===== config.mk =====
export PLATFORM = sky130hd
export DESIGN_NAME = owsp_lane
export DESIGN_NICKNAME = d
export VERILOG_FILES = /design/src/design/owsp_pkg.sv /design/src/design/owsp_lane.sv
export SDC_FILE = /design/constraint.sdc
export NUM_CORES = 2
export LEC_CHECK = 0
export ABC_CLOCK_PERIOD_IN_PS = 22700
export BUFFER_PORTS_ARGS = -buffer_cell sky130_fd_sc_hd__buf_2
export CORE_UTILIZATION = 40
export CTS_CLUSTER_SIZE = 30
export DETAILED_ROUTE_END_ITERATION = 10
export PLACE_DENSITY = 0.64
export SLEW_MARGIN = 20
export SYNTH_ARGS = -nofsm -noshare
export SYNTH_HDL_FRONTEND = slang
export SYNTH_SLANG_ARGS = --single-unit

===== constraint.sdc =====
create_clock -name clk_i -period 22.7 [get_ports clk_i]
set_clock_uncertainty 0.15 [all_clocks]
set_input_delay 3.405 -clock clk_i [delete_from_list [all_inputs] [get_ports clk_i]]
set_output_delay 3.405 -clock clk_i [all_outputs]
set_load 0.05 [all_outputs]

===== src/design/owsp_pkg.sv =====
// Shared types, sequence steps and helpers for the omni wheel speed controller.
package owsp_pkg;

  localparam int unsigned SpeedW = 24;
  localparam int unsigned CountW = 16;
  localparam int unsigned PowerW = 16;
  localparam int unsigned LimitW = 15;
  localparam int unsigned OpAW   = 34;
  localparam int unsigned OpBW   = 17;
  localparam int unsigned ProdW  = OpAW + OpBW;
  localparam int unsigned AccW   = 44;
  localparam int unsigned SumW   = 52;
  localparam int unsigned StepW  = 4;

  // Multiplier schedule of one lane
  localparam logic [StepW-1:0] StepNormSin  = 4'd0;
  localparam logic [StepW-1:0] StepTanCos   = 4'd1;
  localparam logic [StepW-1:0] StepAngRad   = 4'd2;
  localparam logic [StepW-1:0] StepMeasure  = 4'd3;
  localparam logic [StepW-1:0] StepError    = 4'd4;
  localparam logic [StepW-1:0] StepProp     = 4'd5;
  localparam logic [StepW-1:0] StepInteg    = 4'd6;
  localparam logic [StepW-1:0] StepDeriv    = 4'd7;
  localparam logic [StepW-1:0] StepCommit   = 4'd8;

  typedef struct packed {
    logic             en;
    logic [StepW-1:0] step;
  } lane_ctrl_t;

  function automatic logic signed [PowerW-1:0] clamp_sym(input logic signed [SumW-1:0] v,
                                                         input logic [LimitW-1:0] lim);
    logic signed [SumW-1:0] hi;
    logic signed [SumW-1:0] lo;
    logic signed [SumW-1:0] r;
    hi = $signed({{(SumW-LimitW){1'b0}}, lim});
    lo = -hi;
    if (v > hi) r = hi;
    else if (v < lo) r = lo;
    else r = v;
    return r[PowerW-1:0];
  endfunction

endpackage


===== src/design/owsp_lane.sv =====
// One wheel lane: kinematics, speed measurement and PID over a shared multiplier.
module owsp_lane (
  input  logic                                     clk_i,
  input  logic                                     rst_ni,
  input  owsp_pkg::lane_ctrl_t                     ctrl_i,
  input  logic signed [owsp_pkg::SpeedW-1:0]       tgt_tangent_i,
  input  logic signed [owsp_pkg::SpeedW-1:0]       tgt_normal_i,
  input  logic signed [owsp_pkg::SpeedW-1:0]       tgt_angular_i,
  input  logic [31:0]                              dir_i,
  input  logic [15:0]                              radius_i,
  input  logic [23:0]                              scale_i,
  input  logic [15:0]                              kp_i,
  input  logic [15:0]                              ki_i,
  input  logic [15:0]                              kd_i,
  input  logic [owsp_pkg::LimitW-1:0]              limit_i,
  input  logic [owsp_pkg::CountW-1:0]              count_i,
  output logic signed [owsp_pkg::PowerW-1:0]      power_o
);

  localparam int unsigned OpAW  = owsp_pkg::OpAW;
  localparam int unsigned OpBW  = owsp_pkg::OpBW;
  localparam int unsigned ProdW = owsp_pkg::ProdW;
  localparam int unsigned AccW  = owsp_pkg::AccW;
  localparam int unsigned SumW  = owsp_pkg::SumW;

  logic [owsp_pkg::CountW-1:0]   prev_count_q;
  logic signed [31:0]            prev_err_q;
  logic signed [15:0]            integ_q;
  logic signed [ProdW-1:0]       prod_q;
  logic signed [AccW-1:0]        acc_q;
  logic signed [AccW-1:0]        acc_d;
  logic signed [31:0]            err_q;
  logic signed [SumW-1:0]        p_q;

  logic signed [OpAW-1:0]        op_a;
  logic signed [OpBW-1:0]        op_b;
  logic signed [15:0]            delta;
  logic signed [AccW:0]          err_wide;
  logic signed [31:0]            err_sat;
  logic signed [ProdW-1:0]       prod_shr;
  logic signed [SumW-1:0]        integ_sum;
  logic signed [SumW-1:0]        pow_sum;

  assign delta = $signed(count_i - prev_count_q);

  always_comb begin
    op_a = '0;
    op_b = '0;
    unique case (ctrl_i.step)
      owsp_pkg::StepNormSin: begin
        op_a = OpAW'(tgt_normal_i);
        op_b = OpBW'($signed(dir_i[31:16]));
      end
      owsp_pkg::StepTanCos: begin
        op_a = OpAW'(tgt_tangent_i);
        op_b = OpBW'($signed(dir_i[15:0]));
      end
      owsp_pkg::StepAngRad: begin
        op_a = OpAW'(tgt_angular_i);
        op_b = $signed({1'b0, radius_i});
      end
      owsp_pkg::StepMeasure: begin
        op_a = $signed({{(OpAW-24){1'b0}}, scale_i});
        op_b = OpBW'(delta);
      end
      owsp_pkg::StepProp: begin
        op_a = OpAW'(err_q);
        op_b = $signed({1'b0, kp_i});
      end
      owsp_pkg::StepInteg: begin
        op_a = OpAW'(err_q);
        op_b = $signed({1'b0, ki_i});
      end
      owsp_pkg::StepDeriv: begin
        op_a = OpAW'(err_q) - OpAW'(prev_err_q);
        op_b = $signed({1'b0, kd_i});
      end
      default: begin
        op_a = '0;
        op_b = '0;
      end
    endcase
  end

  always_comb begin
    acc_d = acc_q;
    unique case (ctrl_i.step)
      owsp_pkg::StepTanCos:  acc_d = AccW'(prod_q) <<< 1;
      owsp_pkg::StepAngRad:  acc_d = acc_q + (AccW'(prod_q) <<< 1);
      owsp_pkg::StepMeasure: acc_d = acc_q + AccW'(prod_q);
      default:               acc_d = acc_q;
    endcase
  end

  // target minus measured, saturated to 32 bits
  always_comb begin
    err_wide = (AccW+1)'(acc_q >>> 16) - (AccW+1)'(prod_q);
    if (err_wide > (AccW+1)'(32'sh7FFF_FFFF)) err_sat = 32'sh7FFF_FFFF;
    else if (err_wide < -(AccW+1)'(33'sh0_8000_0000)) err_sat = 32'sh8000_0000;
    else err_sat = err_wide[31:0];
  end

  assign prod_shr  = prod_q >>> 9;
  assign integ_sum = SumW'(integ_q) + SumW'(prod_shr);
  assign pow_sum   = p_q + SumW'(integ_q) + SumW'(prod_shr);
  assign power_o   = owsp_pkg::clamp_sym(pow_sum, limit_i);

  always_ff @(posedge clk_i) begin
    if (ctrl_i.en) begin
      prod_q <= op_a * op_b;
      acc_q  <= acc_d;
      if (ctrl_i.step == owsp_pkg::StepError) err_q <= err_sat;
      if (ctrl_i.step == owsp_pkg::StepInteg) p_q <= SumW'(prod_shr);
    end
  end

  always_ff @(posedge clk_i or negedge rst_ni) begin
    if (!rst_ni) begin
      prev_count_q <= '0;
      prev_err_q   <= '0;
      integ_q      <= '0;
    end else if (ctrl_i.en) begin
      if (ctrl_i.step == owsp_pkg::StepDeriv) integ_q <= owsp_pkg::clamp_sym(integ_sum, limit_i);
      if (ctrl_i.step == owsp_pkg::StepCommit) begin
        prev_count_q <= count_i;
        prev_err_q   <= err_q;
      end
    end
  end

endmodule


== After elaboration in Yosys (flattened, before gate mapping) ==
Cells that the tools add are included.
Cells by class
  reduce and logical (&&, ||, !) cells: 8
  multiply operators: 1
  add/sub/neg operators: 9
  bitwise operators: 0
  equal/unequal tests: 8
  shift-type cells: 0
  order comparisons: 6
  divide/modulo/power cells: 0
  muxes and demuxes: 8
Operators with widths (count)
  one-hot mux 34 bit (6 select lines): 1
  one-hot mux 44 bit (3 select lines): 1
  one-hot mux 17 bit (7 select lines): 1
  adder 44 bit: 2
  2-to-1 mux 16 bit: 4
  < comparator 43 x 52 -> 1 bit: 1
  < comparator 44 x 52 -> 1 bit: 1
  negation 15 -> 52 bit: 1
  multiplier 34 x 17 -> 51 bit: 1
  greater-than comparator 45 x 32 -> 1 bit, second input constant: 1
  < comparator 45 x 32 -> 1 bit, second input constant: 1
  subtractor 28 x 45 -> 45 bit: 1
  adder 43 x 42 -> 44 bit: 1
  greater-than comparator 44 x 16 -> 1 bit: 1
  adder 16 x 42 -> 43 bit: 1
  adder 42 x 16 -> 43 bit: 1
  greater-than comparator 43 x 16 -> 1 bit: 1
  subtractor 32 x 32 -> 33 bit: 1
  2-to-1 mux 32 bit: 1
  equality test 4 x 3 -> 1 bit, second input constant: 4
  subtractor 16 bit: 1
  AND reduction 2 bit: 5
  equality test 4 x 2 -> 1 bit, second input constant: 2
  equality test 4 x 1 -> 1 bit, second input constant: 1
  4 further kinds: 4
Word-level totals
  flip-flop bits (word level): 233
  word-level logic and storage cells: 47
  ROM bits: 0
  memories kept: 0
  memory bits (writable): 0
  output and inout bits: 16
  input bits: 230
  bits in latches: 0

== Logic depth before layout (Yosys ltp) ==
  word-level depth: 5
  depth in mapped cells: 43
  depth with buffers taken out: 41

== Worst setup path after synthesis ==
No wires, ideal clock.
  kind: in2reg
  start point: input port count_i[0] (netlist bit)
  end point: register prod_q[45] (data pin)
  setup time: 0.265 ns
  data arrival time: 12.341 ns
  cell stages on the path: 40
  slack: 9.944 ns
  cell sequence: inv_1 > ha_1 > inv_1 > fa_1 > a21o_1 > a21oi_1 > o21bai_1 > a21oi_1 > o21bai_1 > a21oi_1 > o2111ai_1 > a21oi_1 > nor2b_1 > o21ai_0 > mux2i_1 > a21oi_1 > clkbuf_1 > nor2_1 > [4 not listed] > fa_1 > inv_1 > fa_1 > inv_1 > ha_1 > a21o_1 > a21o_1 > a21oi_1 > o21ai_0 > a22oi_1 > a31oi_1 > a31o_2 > o21ai_0 > o21bai_1 > a21o_1 > a221oi_1 > o21ai_0 > xor2_1
On the way
  longest elaborated chain between the ends: 3
Ends and longest elaborated chain
  from (decl): RTL line owsp_lane.sv:16  | input logic [owsp_pkg::CountW-1:0] count_i,
  subtractor 16 bit: RTL line owsp_lane.sv:44  | assign delta = $signed(count_i - prev_count_q);
  one-hot mux 17 bit (7 select lines): RTL line owsp_lane.sv:49  | unique case (ctrl_i.step)
  multiplier 34 x 17 -> 51 bit: RTL line owsp_lane.sv:110  | prod_q <= op_a * op_b;
  to (signal assigned): RTL line owsp_lane.sv:110
  to (decl): RTL line owsp_lane.sv:29  | logic signed [ProdW-1:0] prod_q;
No other way between the ends.
A chain may end at the register's enable or synchronous reset.

== Final worst setup path ==
  start point: input port count_i[1] (netlist bit)
  end point: register prod_q[48] (data pin)
The elaborated chain is that of the path after synthesis.

==> results by group <==
STA
  • Smallest hold slack: 0.352 ns
  • Slew headroom: between 20 and 30%
  • Fin crit share: between 60% and 70%
  • RSZ-0062 raised after global routing: false
  • Final setup margin: between 8 and 9 ns
  • Total negative setup slack: 0 ns
  • Setup-failing EPs final: 0
  • Final hold violations: 0
  • Max Clock Freq: between 70 and 80 MHz
  • Final Max Slew Viols: 0
  • Final Critical Period: ~14 ns
  • Slew @ Worst Pin: 1.08 ns

GRT
  • Number of global-route vias before repair: between 40000 and 50000
  • Initial antenna violation count: 4
  • Largest net degree at the start of global routing: 64
  • GRT overflow: 0
  • First-pass GRT wire length: 239 mm
  • GRT Util Overall: between 20% and 30%

Setup path
  • Arr. time, crit path: 14.05 ns
  • Worst setup SP type: primary input
  • CP required: 22.90 ns
  • CP endpoint kind: flip-flop
  • Crit. Startpoint: count_i[1]
  • Max stage delay on crit path: 0.71 ns
  • Slowest stage cell, crit path: a2111oi_0
  • CP most frequent cell: fa_1
  • Reg2Reg Launch Point: err_q[0]
  • Crit-path max FO: 20
  • Crit path kind: primary input to flip-flop

Finish
  • Share of layout cells above drive strength 1: 8.97%
  • Most frequent cells in the layout: inv_1 (769), fa_1 (590), nor2_1 (565)
  • Sequential Area: between 6000 and 7000 um^2
  • Layout area overhead: 9.47%
  • Fin cells: between 7000 and 8000
  • Commonest non-fill, non-tap cell in the layout: inv_1
  • Multi-input logic area: between 30000 and 40000 um^2
  • # fillers: 11900
  • Finished Cell Area: 52800 um^2
  • Final net count: slightly above 7000

Logic synthesis
  • Distinct cells, synth: 87
  • EDFF count, synth: around 170
  • Mapped Cells: between 5000 and 6000
  • Post-Syn Area per Cell: 8.58 um^2
  • Main area contributors after synthesis: fa_1 (24%), ha_1 (13%), edfxtp_1 (11%)
  • Cell Area, Synth: 48200 um^2
  • Yosys warnings: 0
  • Post-synthesis register bit count: roughly 230
  • Share of the synthesized area in the top cell type: about 24%
  • Sequential fraction of the synthesis area: between 10% and 20%
  • Main synth FF type: edfxtp_1
  • Async S/R FF share, synth: a little over a quarter
  • Cell taking the most area after synthesis: fa_1
  • Syn nets: between 6000 and 7000

Placement
  • Placed cell areas: 51500 um^2
  • # port buffers: 245
  • Post-DP HPWL: about 130 mm
  • Routability congestion estimate: around 0.97
  • Place WS: between 8 and 9 ns
  • Placed insts: ~7400

Routing
  • Vias per inst: between 5 and 6
  • Drt drc: 0
  • First DRT Iteration DRCs: 3512
  • Post-DRT Antenna Nets: 0
  • Drt pass-1 iters: 6
  • Routed WL: roughly 150 mm
  • Vias: around 42000
  • Drt wl/cell: 20.6 um

Clock network
  • Hold buffers post-CTS: 0
  • Post-CTS Repair Setup Buffers: 0
  • H-tree depth: 2
  • Later-pin clock latency in the skew report: 0.59 ns
  • Clock Pin Slew Worst Setup and Hold Paths: approximately 0.050 ns
  • Clk root buf: clkbuf_16
  • CTS sink cnt: between 200 and 250
  • Inserted Clock Buffers: 35
  • CTS tree: built
  • Resized Gates After CTS: 0
  • Longest Clk Path Bufs: 3

Floorplan
  • Die Ht: between 300 and 400 um
  • Initial Utilization: roughly two fifths
  • Placeable Area: between 100000 and 150000 um^2
  • Rows: between 100 and 150
  • I/O pins: 246
  • Die W: 349 um
  • Die area: 122000 um^2

Job
  • Maximum capacitance violations: 0

Outcome
  • Outcome: complete, no violations

Power
  • PD cells: between 100 and 150 nW/um^2
  • Leakage: around 0.025 uW
  • Peak VDD IR: between 150 and 200 uV

Min path
  • Class of the worst hold path: flip-flop to flip-flop
  • Hold_sp: prev_err_q[2]
-- cells in the mapped netlist (9+ instances only) --
cell	number
a2111oi_0	9
a211oi_1	60
a21boi_0	14
a21o_1	175
a21oi_1	342
a221o_1	45
a221oi_1	39
a222oi_1	14
a22o_1	9
a22oi_1	43
a31o_2	9
a31oi_1	38
and2_1	32
and3_1	45
buf_1	14
clkbuf_1	187
dfrtp_1	64
edfxtp_1	169
fa_1	590
ha_1	512
inv_1	769
mux2_2	51
mux2i_1	50
nand2_1	480
nand2b_1	45
nand3_1	90
nand4_1	61
nor2_1	569
nor2b_1	54
nor3_1	78
nor4_1	26
o2111ai_1	11
o211ai_1	41
o21a_1	48
o21ai_0	262
o21bai_1	52
o22ai_1	23
o31a_1	10
o31ai_1	26
or2_2	16
or3_1	31
xnor2_1	178
xor2_1	94
-- power by group --
| group | internal [uW] | switching [uW] | total, uW |
|---|---|---|---|
| Combinational | 2320 | 3880 | 6200 |
| Sequential | 635 | 159 | 794 |
| Clock | 381 | 238 | 619 |
| Total | 3340 | 4270 | 7610 |
-- critical path: cells and delay by family --
kind	cells	cell delay [ns]
AO/OA/AOI/OAI	18	4.84
adder cells (fa/ha/maj)	8	3.78
buffers and inverters	4	0.60
AND/OR/NAND/NOR	6	1.39
-- routing by layer --
metal  GRT usage (%)  vias up  part of all wire, %
met4            8.75        4                  3.7
met3            4.19      250                  7.9
met2            39.1     1565                   44
li1                -    19700                    -
met5               0        -                0.011
met1            34.7    20400                   45
-- flip-flops by register name (all words and copies together) (netlist names) --
| signal | count |
|---|---|
| err_q | 32 |
| prev_count_q | 16 |
| acc_q | 44 |
| p_q | 42 |
| prod_q | 51 |
| integ_q | 16 |
| prev_err_q | 32 |
-- through the flow --
stage          total power (uW)  util, %
2_1_floorplan              5260        -
3_3_place_gp               6800     43.0
3_5_place_dp               6870     43.0
4_1_cts                    7560     44.1
5_1_grt                    8330     44.1
6_report                   7610     44.1
-- cell type report --
class / instances / share of cell area [%]
diodes: 1 / 0.00474
clock buffers: 43 / 1.87
clock inverters: 21 / 0.545
inverters: 770 / 5.47
multi-input cells: 4406 / 72.0
flip-flops and latches: 233 / 12.6
well taps: 1612 / 3.82
repair buffers: 336 / 3.63
-- cells by family after synthesis --
kind of cell	count (synthesis)	share of synthesized area, %
muxes	102	2.26
and+or+nand+nor	1572	14.7
DFF	233	13.8
AOI/OAI and AO/OA	1358	18.8
buffers and inverters	979	7.70
xor gates and xnor gates	272	4.94
adders and majority gates	1102	37.8
-- final timing paths --
path | end | slack, ns | cells past startpoint
setup / recovery | prod_q[48] | 8.85 | 36
hold / removal | prev_err_q[2] | 0.35 | 1
setup reg to reg | prod_q[48] | 11.18 | 39
hold reg to reg | prev_err_q[2] | 0.35 | 1
max in group asynchronous | prev_err_q[2] | 18.64 | 2
min in group asynchronous | integ_q[14] | 2.65 | 1
(Power assumes the default switching activity.)
